==> config.mk <==
export PLATFORM = sky130hd
export DESIGN_NAME = sliding_window_median
export DESIGN_NICKNAME = d
export VERILOG_FILES = /design/src/rtl/swm_pkg.sv /design/src/rtl/sliding_window_median.sv /design/src/rtl/swm_cell.sv
export SDC_FILE = /design/constraint.sdc
export NUM_CORES = 2
export LEC_CHECK = 0
export ABC_AREA = 0
export BUFFER_PORTS_ARGS = -buffer_cell sky130_fd_sc_hd__buf_2
export CAP_MARGIN = 30
export CORE_ASPECT_RATIO = 0.7
export CORE_UTILIZATION = 55
export DETAILED_ROUTE_END_ITERATION = 16
export PLACE_DENSITY = 0.86
export SETUP_SLACK_MARGIN = 0.05
export SLEW_MARGIN = 20
export SYNTH_ARGS = -nofsm -noshare
export SYNTH_HDL_FRONTEND = slang
export SYNTH_HIERARCHICAL = 1
export SYNTH_SLANG_ARGS = --single-unit
==> constraint.sdc <==
create_clock -name clk -period 14.85 [get_ports clk]
set_input_delay 0 -clock clk [delete_from_list [all_inputs] [get_ports clk]]
set_output_delay 0 -clock clk [all_outputs]
set_load 0.03 [all_outputs]
==> src/rtl/swm_pkg.sv <==
// Shared types and constants for the sliding window median filter.
package swm_pkg;

	// Width and reset value of the window length register.
	localparam int unsigned CFG_WIDTH = 5;
	localparam logic [CFG_WIDTH-1:0] CFG_RESET = 5'd5;

	// Action codes carried with each input request.
	localparam logic ACT_PUSH  = 1'b0;
	localparam logic ACT_CLEAR = 1'b1;

	// Control broadcast from the top level to every cell.
	typedef struct packed {
		logic push;       // insert the new sample this cycle
		logic clear;      // drop the whole history
		logic remove_en;  // window is full, so the oldest entry leaves
	} ctl_t;

	// Flags that one cell shows to its neighbors.
	typedef struct packed {
		logic valid;  // cell holds a sample
		logic ngt;    // stored sample is not greater than the new sample
		logic rb;     // the leaving entry sits in this cell or below it
	} flags_t;

endpackage

==> src/rtl/sliding_window_median.sv <==
// Sliding window median filter: sorted chain of cells with a registered result.
//
// Input channel: in_valid, in_stall, action, sample. A request is taken at a
// rising edge with in_valid high and in_stall low. A push request inserts the
// sample and yields one result; a clear request empties the history and
// yields nothing.
// Output channel: out_valid, out_stall, filtered, window_full. A result is
// taken at a rising edge with out_valid high and out_stall low.
// The result is registered and shows in the cycle after its request. One
// request is taken per cycle while in_stall is low; the cell chain sorts the
// new sample in and drops the oldest entry in the same cycle. The median tap
// is read from the chain's next state once full, the raw sample before.
// While a result waits under out_stall, in_stall is raised, so at most one
// result is held and none is lost. The user must write window_size through
// window_size_we only while the block is idle; the block does not enforce
// this. A write also empties the history. Zero acts as one, values above
// MAX_WINDOW act as MAX_WINDOW. Reset empties the history, drops any pending
// result and sets the window length to five.
module sliding_window_median #(
	parameter int unsigned MAX_WINDOW   = 16,
	parameter int unsigned SAMPLE_WIDTH = 32
) (
	input  logic                                clk,
	input  logic                                arst_n,
	input  logic                                window_size_we,
	input  logic [swm_pkg::CFG_WIDTH-1:0]       window_size,
	input  logic                                in_valid,
	output logic                                in_stall,
	input  logic                                action,
	input  logic signed [SAMPLE_WIDTH-1:0]      sample,
	output logic                                out_valid,
	input  logic                                out_stall,
	output logic signed [SAMPLE_WIDTH-1:0]      filtered,
	output logic                                window_full
);

	localparam int unsigned IW = (MAX_WINDOW > 1) ? $clog2(MAX_WINDOW) : 1;
	localparam int unsigned FW = $clog2(MAX_WINDOW + 1);

	logic [swm_pkg::CFG_WIDTH-1:0]  win_q;
	logic [FW-1:0]                  fill_q;
	logic                           out_valid_q;
	logic signed [SAMPLE_WIDTH-1:0] filtered_q;
	logic                           window_full_q;

	logic [FW-1:0]                  eff;
	logic [IW-1:0]                  age_last;
	logic [IW-1:0]                  mid;
	logic                           accept;
	logic                           full_now;
	logic                           full_after;
	swm_pkg::ctl_t                  ctl;

	swm_pkg::flags_t                flags   [MAX_WINDOW];
	logic signed [SAMPLE_WIDTH-1:0] vals    [MAX_WINDOW];
	logic [IW-1:0]                  ages    [MAX_WINDOW];
	logic signed [SAMPLE_WIDTH-1:0] nxt_val [MAX_WINDOW];

	always_comb begin
		if (win_q == '0) begin
			eff = FW'(1);
		end else if (int'(win_q) > int'(MAX_WINDOW)) begin
			eff = FW'(MAX_WINDOW);
		end else begin
			eff = FW'(win_q);
		end
	end

	assign age_last   = IW'(eff - FW'(1));
	assign mid        = IW'((eff - FW'(1)) >> 1);
	assign full_now   = (fill_q == eff);
	assign full_after = full_now || ((fill_q + FW'(1)) == eff);

	assign in_stall = out_valid_q && out_stall;
	assign accept   = in_valid && !in_stall;

	assign ctl.push      = accept && (action == swm_pkg::ACT_PUSH);
	assign ctl.clear     = window_size_we || (accept && (action == swm_pkg::ACT_CLEAR));
	assign ctl.remove_en = full_now;

	for (genvar i = 0; i < MAX_WINDOW; i++) begin : g_cell
		swm_pkg::flags_t                lf;
		swm_pkg::flags_t                rf;
		logic signed [SAMPLE_WIDTH-1:0] lv;
		logic signed [SAMPLE_WIDTH-1:0] rv;
		logic [IW-1:0]                  la;
		logic [IW-1:0]                  ra;

		// The front of the chain sees an edge that sorts below everything,
		// the back sees an empty cell.
		if (i == 0) begin : g_first
			assign lf = '{valid: 1'b1, ngt: 1'b1, rb: 1'b0};
			assign lv = '0;
			assign la = '0;
		end else begin : g_mid_l
			assign lf = flags[i-1];
			assign lv = vals[i-1];
			assign la = ages[i-1];
		end

		if (i == MAX_WINDOW - 1) begin : g_last
			assign rf = '{valid: 1'b0, ngt: 1'b0, rb: 1'b0};
			assign rv = '0;
			assign ra = '0;
		end else begin : g_mid_r
			assign rf = flags[i+1];
			assign rv = vals[i+1];
			assign ra = ages[i+1];
		end

		swm_cell #(
			.SAMPLE_WIDTH (SAMPLE_WIDTH),
			.AGE_WIDTH    (IW)
		) u_cell (
			.clk         (clk),
			.arst_n      (arst_n),
			.ctl         (ctl),
			.new_sample  (sample),
			.age_last    (age_last),
			.left_flags  (lf),
			.left_val    (lv),
			.left_age    (la),
			.right_flags (rf),
			.right_val   (rv),
			.right_age   (ra),
			.flags       (flags[i]),
			.val         (vals[i]),
			.age         (ages[i]),
			.nxt_val     (nxt_val[i])
		);
	end

	always_ff @(posedge clk or negedge arst_n) begin
		if (!arst_n) begin
			win_q       <= swm_pkg::CFG_RESET;
			fill_q      <= '0;
			out_valid_q <= 1'b0;
		end else begin
			if (window_size_we) begin
				win_q <= window_size;
			end
			if (ctl.clear) begin
				fill_q <= '0;
			end else if (ctl.push && !full_now) begin
				fill_q <= fill_q + FW'(1);
			end
			if (ctl.push) begin
				out_valid_q <= 1'b1;
			end else if (!out_stall) begin
				out_valid_q <= 1'b0;
			end
		end
	end

	always_ff @(posedge clk) begin
		if (ctl.push) begin
			filtered_q    <= full_after ? nxt_val[mid] : sample;
			window_full_q <= full_after;
		end
	end

	assign out_valid   = out_valid_q;
	assign filtered    = filtered_q;
	assign window_full = window_full_q;

endmodule

==> src/rtl/swm_cell.sv <==
// One cell of the sorted chain: holds a sample and its age, shifts with its neighbors.
module swm_cell #(
	parameter int unsigned SAMPLE_WIDTH = 32,
	parameter int unsigned AGE_WIDTH    = 4
) (
	input  logic                           clk,
	input  logic                           arst_n,
	input  swm_pkg::ctl_t                  ctl,
	input  logic signed [SAMPLE_WIDTH-1:0] new_sample,
	input  logic [AGE_WIDTH-1:0]           age_last,
	input  swm_pkg::flags_t                left_flags,
	input  logic signed [SAMPLE_WIDTH-1:0] left_val,
	input  logic [AGE_WIDTH-1:0]           left_age,
	input  swm_pkg::flags_t                right_flags,
	input  logic signed [SAMPLE_WIDTH-1:0] right_val,
	input  logic [AGE_WIDTH-1:0]           right_age,
	output swm_pkg::flags_t                flags,
	output logic signed [SAMPLE_WIDTH-1:0] val,
	output logic [AGE_WIDTH-1:0]           age,
	output logic signed [SAMPLE_WIDTH-1:0] nxt_val
);

	logic                           valid_q;
	logic signed [SAMPLE_WIDTH-1:0] val_q;
	logic [AGE_WIDTH-1:0]           age_q;

	logic                           rm;
	logic                           ngt;
	logic                           rb;
	// The list with the leaving entry taken out, seen at this index and the one below.
	logic signed [SAMPLE_WIDTH-1:0] r_val;
	logic [AGE_WIDTH-1:0]           r_age;
	logic                           r_valid;
	logic                           r_ngt;
	logic signed [SAMPLE_WIDTH-1:0] rl_val;
	logic [AGE_WIDTH-1:0]           rl_age;
	logic                           rl_valid;
	logic                           rl_ngt;
	logic [AGE_WIDTH-1:0]           nxt_age;
	logic                           nxt_valid;

	assign rm  = ctl.remove_en && valid_q && (age_q == age_last);
	assign ngt = valid_q && !(new_sample < val_q);
	assign rb  = left_flags.rb || rm;

	assign flags.valid = valid_q;
	assign flags.ngt   = ngt;
	assign flags.rb    = rb;
	assign val         = val_q;
	assign age         = age_q;

	always_comb begin
		r_val    = rb ? right_val         : val_q;
		r_age    = rb ? right_age         : age_q;
		r_valid  = rb ? right_flags.valid : valid_q;
		r_ngt    = rb ? right_flags.ngt   : ngt;
		rl_val   = left_flags.rb ? val_q   : left_val;
		rl_age   = left_flags.rb ? age_q   : left_age;
		rl_valid = left_flags.rb ? valid_q : left_flags.valid;
		rl_ngt   = left_flags.rb ? ngt     : left_flags.ngt;

		// Entries not above the new sample stay in front of it, the new one comes
		// right after them, and everything behind moves up by one place.
		if (r_ngt) begin
			nxt_val   = r_val;
			nxt_age   = r_age + AGE_WIDTH'(1);
			nxt_valid = r_valid;
		end else if (rl_ngt) begin
			nxt_val   = new_sample;
			nxt_age   = '0;
			nxt_valid = 1'b1;
		end else begin
			nxt_val   = rl_val;
			nxt_age   = rl_age + AGE_WIDTH'(1);
			nxt_valid = rl_valid;
		end
	end

	always_ff @(posedge clk or negedge arst_n) begin
		if (!arst_n) begin
			valid_q <= 1'b0;
		end else if (ctl.clear) begin
			valid_q <= 1'b0;
		end else if (ctl.push) begin
			valid_q <= nxt_valid;
		end
	end

	always_ff @(posedge clk) begin
		if (ctl.push) begin
			val_q <= nxt_val;
			age_q <= nxt_age;
		end
	end

endmodule
Word-level counts from Yosys, hierarchy flattened
Cells that the tools add are included.
Storage, ports and cells
  input bits: 43
  output and inout port bits: 35
  bits in registers: 636
  word-level logic and storage cells: 401
Operators by class
  order comparisons: 18
  equal/unequal tests: 20
  bitwise operators: 2
  muxes and demuxes: 198
  reductions and logical operators: 92
  add/subtract/negate cells: 18
Operators with widths (number)
  $mux 32: 50
  $lt 32x32->1: 16
  $mux 4: 46
  $bmux 32 s4: 1
  $mux 1: 97
  $add 4x1->4 const B: 16
  $eq 4x4->1: 16
  $logic_and 1x1->1: 53
  $mux 5: 4
  $logic_not 1->1: 18
  $logic_or 1x1->1: 17
  $eq 5x5->1: 2
  $add 5x1->5 const B: 1
  $ge 5x5->1 const B: 1
  $gt 5x5->1 const B: 1
  $logic_not 5->1: 1
  $not 4->5: 1
  $sub 5x1->5 const B: 1
  $reduce_bool 2->1: 2
  $ne 3x2->1 const B: 1
  $ne 2x1->1 const B: 1
  $reduce_and 2->1: 1
  $not 1->1: 1

Longest topological paths before layout
  word-level depth: 27
  gate-level depth with buffers: 74
  gate-level depth less buffers: 55

By module
The synthesis kept the hierarchy.
By module, submodules not included
  swm_cell at g_cell[0].u_cell ...: seq. area each 1106.1 µm², area each 3912.5 µm², times used 11, cells each 365
  swm_cell at g_cell[5].u_cell ...: seq. area each 1106.1 µm², area each 3758.6 µm², times used 5, cells each 388
  sliding_window_median: seq. area each 1268.7 µm², area each 5886.9 µm², times used 1, cells each 428

Worst setup path after synthesis
Ideal clock, no wire load.
  kind: register to register
  start point: register out_valid_q (netlist: out_valid)
  end point: register g_cell[10].u_cell.valid_q
  required time: 14.772 ns
  setup time: 0.078 ns
  data arrival time: 14.713 ns
  stages on the path, launching flop included: 8
  slack: 0.059 ns
  cell sequence: dfrtp_1 -> nand2_1 -> nand3b_1 -> inv_1 -> a21boi_2 -> o311ai_1 -> or4b_1 -> o2bb2ai_1
RTL lines
  from (decl): RTL line sliding_window_median.sv:42  | logic out_valid_q;
  from (signal assigned): RTL line sliding_window_median.sv:137  | out_valid_q <= 1'b0;
  from (signal assigned): RTL line sliding_window_median.sv:148  | out_valid_q <= 1'b1;
  from (signal assigned): RTL line sliding_window_median.sv:150  | out_valid_q <= 1'b0;
  to (signal assigned): RTL line swm_cell.sv:85  | valid_q <= nxt_valid;
  to (decl): RTL line swm_cell.sv:23  | logic valid_q;

==> metrics.md <==
| Metric | Value |
|---|---|
| Outcome | completed |
| Switching share of total power | 0.3533 |
| Int Pwr | 3.958 mW |
| Clock Tree Root | clkbuf_16 |
| Clock Sinks | 636 |
| Via count of the first global-routing pass | 53.07k |
| Worst-path clk slew | 0.06 ns |
| Max IR drop VDD | 94.39 uV |
| Aggregate routed wire length | 225500 um |
| Clock Latency Late Sink | 0.72 ns |
| Slew @ Worst Pin | 1.185 ns |
| Kind of end point of the critical path | flop |
| Met3 GRT Util | 0.1658 |
| Min cycle time layout | 12.45 ns |
| Max transition margin | 0.2101 |
| DR WL/cell | 27.94 um |
| Overall Power | 6.121 mW |
| Setup-failing EPs final | 0 |
| Total number of vias | 55.49k |
| Core box area | 121800 sq um |
| Die ar. | 124500 sq um |
| Resized cells post-CTS | 0 |
| TritonCTS buffer count | 74 |
| Worst hold path type | input pin to flop |
| Met1 Track Usage GR | 0.4799 |
| Pin count of the biggest net entering global routing | 175 |
| Setup Buffers After CTS | 0 |
| R2R depth | 58 |
| Comb pwr share | 0.312 |
| Pwr dens | 85.10 nW/um^2 |
| Dpl cell area | 69210 sq um |
| Die Ht | 295.6 um |
| Cells after synthesis | 6382 |
| DP HPWL | 161300 um |
| Final Instance Area | 71930 sq um |
| Area occupied by registers | 18970 sq um |
| Worst-path fanout max | 43 |
| Critical path's largest stage delay | 0.77 ns |
| Busiest layer in global routing | met2 |
| DRT Pass-1 Iters | 8 |
| Tot GR Track Use | 0.3496 |
| Switching power | 2.163 mW |
| Share of cells above drive strength 1 | 0.2142 |
| Initial antenna violation count | 9 |
| Syn Area/Cell | 10.61 sq um |
| Drt drc | 0 |
| First-pass GRT wire length | 336100 um |
| Final hold violations | 0 |
| # nets final | 6942 |
| Std-Cell Rows | 107 |
| Hold path depth | 5 |
| Initial core utilization | 0.5558 |
| Leak | 27.98 nW |
| Critical path launch point type | flop |
| Top Ports | 78 |
| Synthesis Warnings | 6 |
| GRT overflow | 0 |
| Fmax | 80.29 MHz |
| Clock power frac | 0.318 |
| Clock tree from TritonCTS | built |
| Unrepaired setup endpoints after global routing | false |
| Multi-input gate area | 44730 sq um |
| CTS H-Tree Depth | 3 |
| Final Cycle Share | 0.8387 |
| Area grow syn2layout | 6.225% |
| DR iter-0 viols | 9019 |
| Clock Path Buffers | 3 |
| GPL Wtd Cong | 0.9821 |
| Fill cells | 9501 |
| Die width | 421.4 um |
| Final Skew | 0.05031 ns |
| Arrival @ worst endpoint | 12.90 ns |
| Cell Area, Synth | 67710 sq um |
| Final core area utilization | 0.5904 |
| CP max stage cell | ha_4 |
| WS Path Type | flop to flop |
| CP required | 15.29 ns |
| Reg power frac | 0.370 |
| Setup_tns | 0 ns |
| Grt met2 use | 0.4845 |
| Post-route ant nets | 0 |
| Final Slew Violations | 0 |
| Maxcap violations | 0 |
| Vias per cell | 6.876 |
| IO Port Bufs | 77 |
## final timing paths
kind	startpoint	end	slack (ns)
hold / removal	window_size_we	fill_q[3]	0.05
max in group asynchronous	arst_n	g_cell[0].u_cell/valid_q	14.22
hold reg to reg	fill_q[1]	fill_q[1]	0.61
min in group asynchronous	arst_n	g_cell[12].u_cell/valid_q	0.40
setup reg to reg	win_q[1]	filtered[4]	2.40
setup / recovery	win_q[1]	filtered[4]	2.40
## cell usage in the layout, fill, tap and decap left out, types with 17 or more instances in the layout
cell type / instances
nand3_1: 81
nand2b_1: 68
conb_1: 82
mux2i_1: 1323
mux2_2: 746
buf_2: 79
nor3_1: 41
o21ai_1: 23
a21oi_1: 198
buf_4: 97
nand4_1: 91
mux2_1: 29
mux4_2: 128
a21o_1: 34
inv_1: 587
clkbuf_16: 74
nand2_1: 401
a22oi_1: 75
dfrtp_1: 25
dlygate4sd3_1: 17
xnor2_1: 73
xor2_1: 61
nor2_1: 144
a31oi_1: 18
o21ai_0: 224
nor2b_1: 17
a211o_1: 22
ha_1: 529
nand3b_1: 22
edfxtp_1: 609
clkbuf_1: 17
## through the flow
stage	setup slack, ns	hold slack (ns)	std cells
3_3_place_gp	1.381	0.1259	7902
2_1_floorplan	0.05941	-0.2956	6462
5_1_grt	1.652	0.1154	8064
3_5_place_dp	1.359	0.1429	7904
6_report	2.395	0.05371	8070
4_1_cts	1.259	0.01710	8058
## power groups by stage
| stage | registers (mW) | clock network [mW] | logic [mW] |
|---|---|---|---|
| 2_1_floorplan | 2.28 | 0 | 1.28 |
| 3_3_place_gp | 2.28 | 0 | 1.72 |
| 3_5_place_dp | 2.29 | 0 | 1.80 |
| 4_1_cts | 2.25 | 1.94 | 1.82 |
| 5_1_grt | 2.27 | 2.00 | 2.00 |
| 6_report | 2.27 | 1.94 | 1.91 |
## cell type report
cell class / instances / area share
well taps: 1635 / 0.02844
repair buffers: 203 / 0.02058
clock buffers: 95 / 0.02740
diodes: 6 / 0.0002088
multi-input cells: 4851 / 0.6218
clock inverters: 41 / 0.006263
flip-flops and latches: 636 / 0.2637
inverters: 603 / 0.03157
## sequential cells by signal, indices dropped and copies added, names as in the netlist
signal / cells
filtered: 32
g_cell.u_cell/val: 512
out_valid: 1
win_q: 5
window_full: 1
g_cell.u_cell/age: 64
g_cell.u_cell/valid_q: 16
fill_q: 5
## critical path, delay by kind of cell (launching register included)
family          cells  cell delay (ns)
compound gates     17             2.31
xor+xnor            1             0.22
fa+ha+maj           1             0.77
buf+inv            31             5.50
flops               1             0.46
mux                 4             1.23
simple gates        4             1.57
## layer usage
metal,wire [um],vias up,share of wire
met5,367,-,0.0016
li1,-,23774,-
met1,87680,26999,0.39
met2,89690,4193,0.40
met3,41210,504,0.18
met4,6546,22,0.029
## repair_timing
action,in CTS,in global routing
hold endpoints to repair,36,0
endpoints found under the setup margin,0,0
hold buffers,18,0
(Power assumes the default switching activity.)
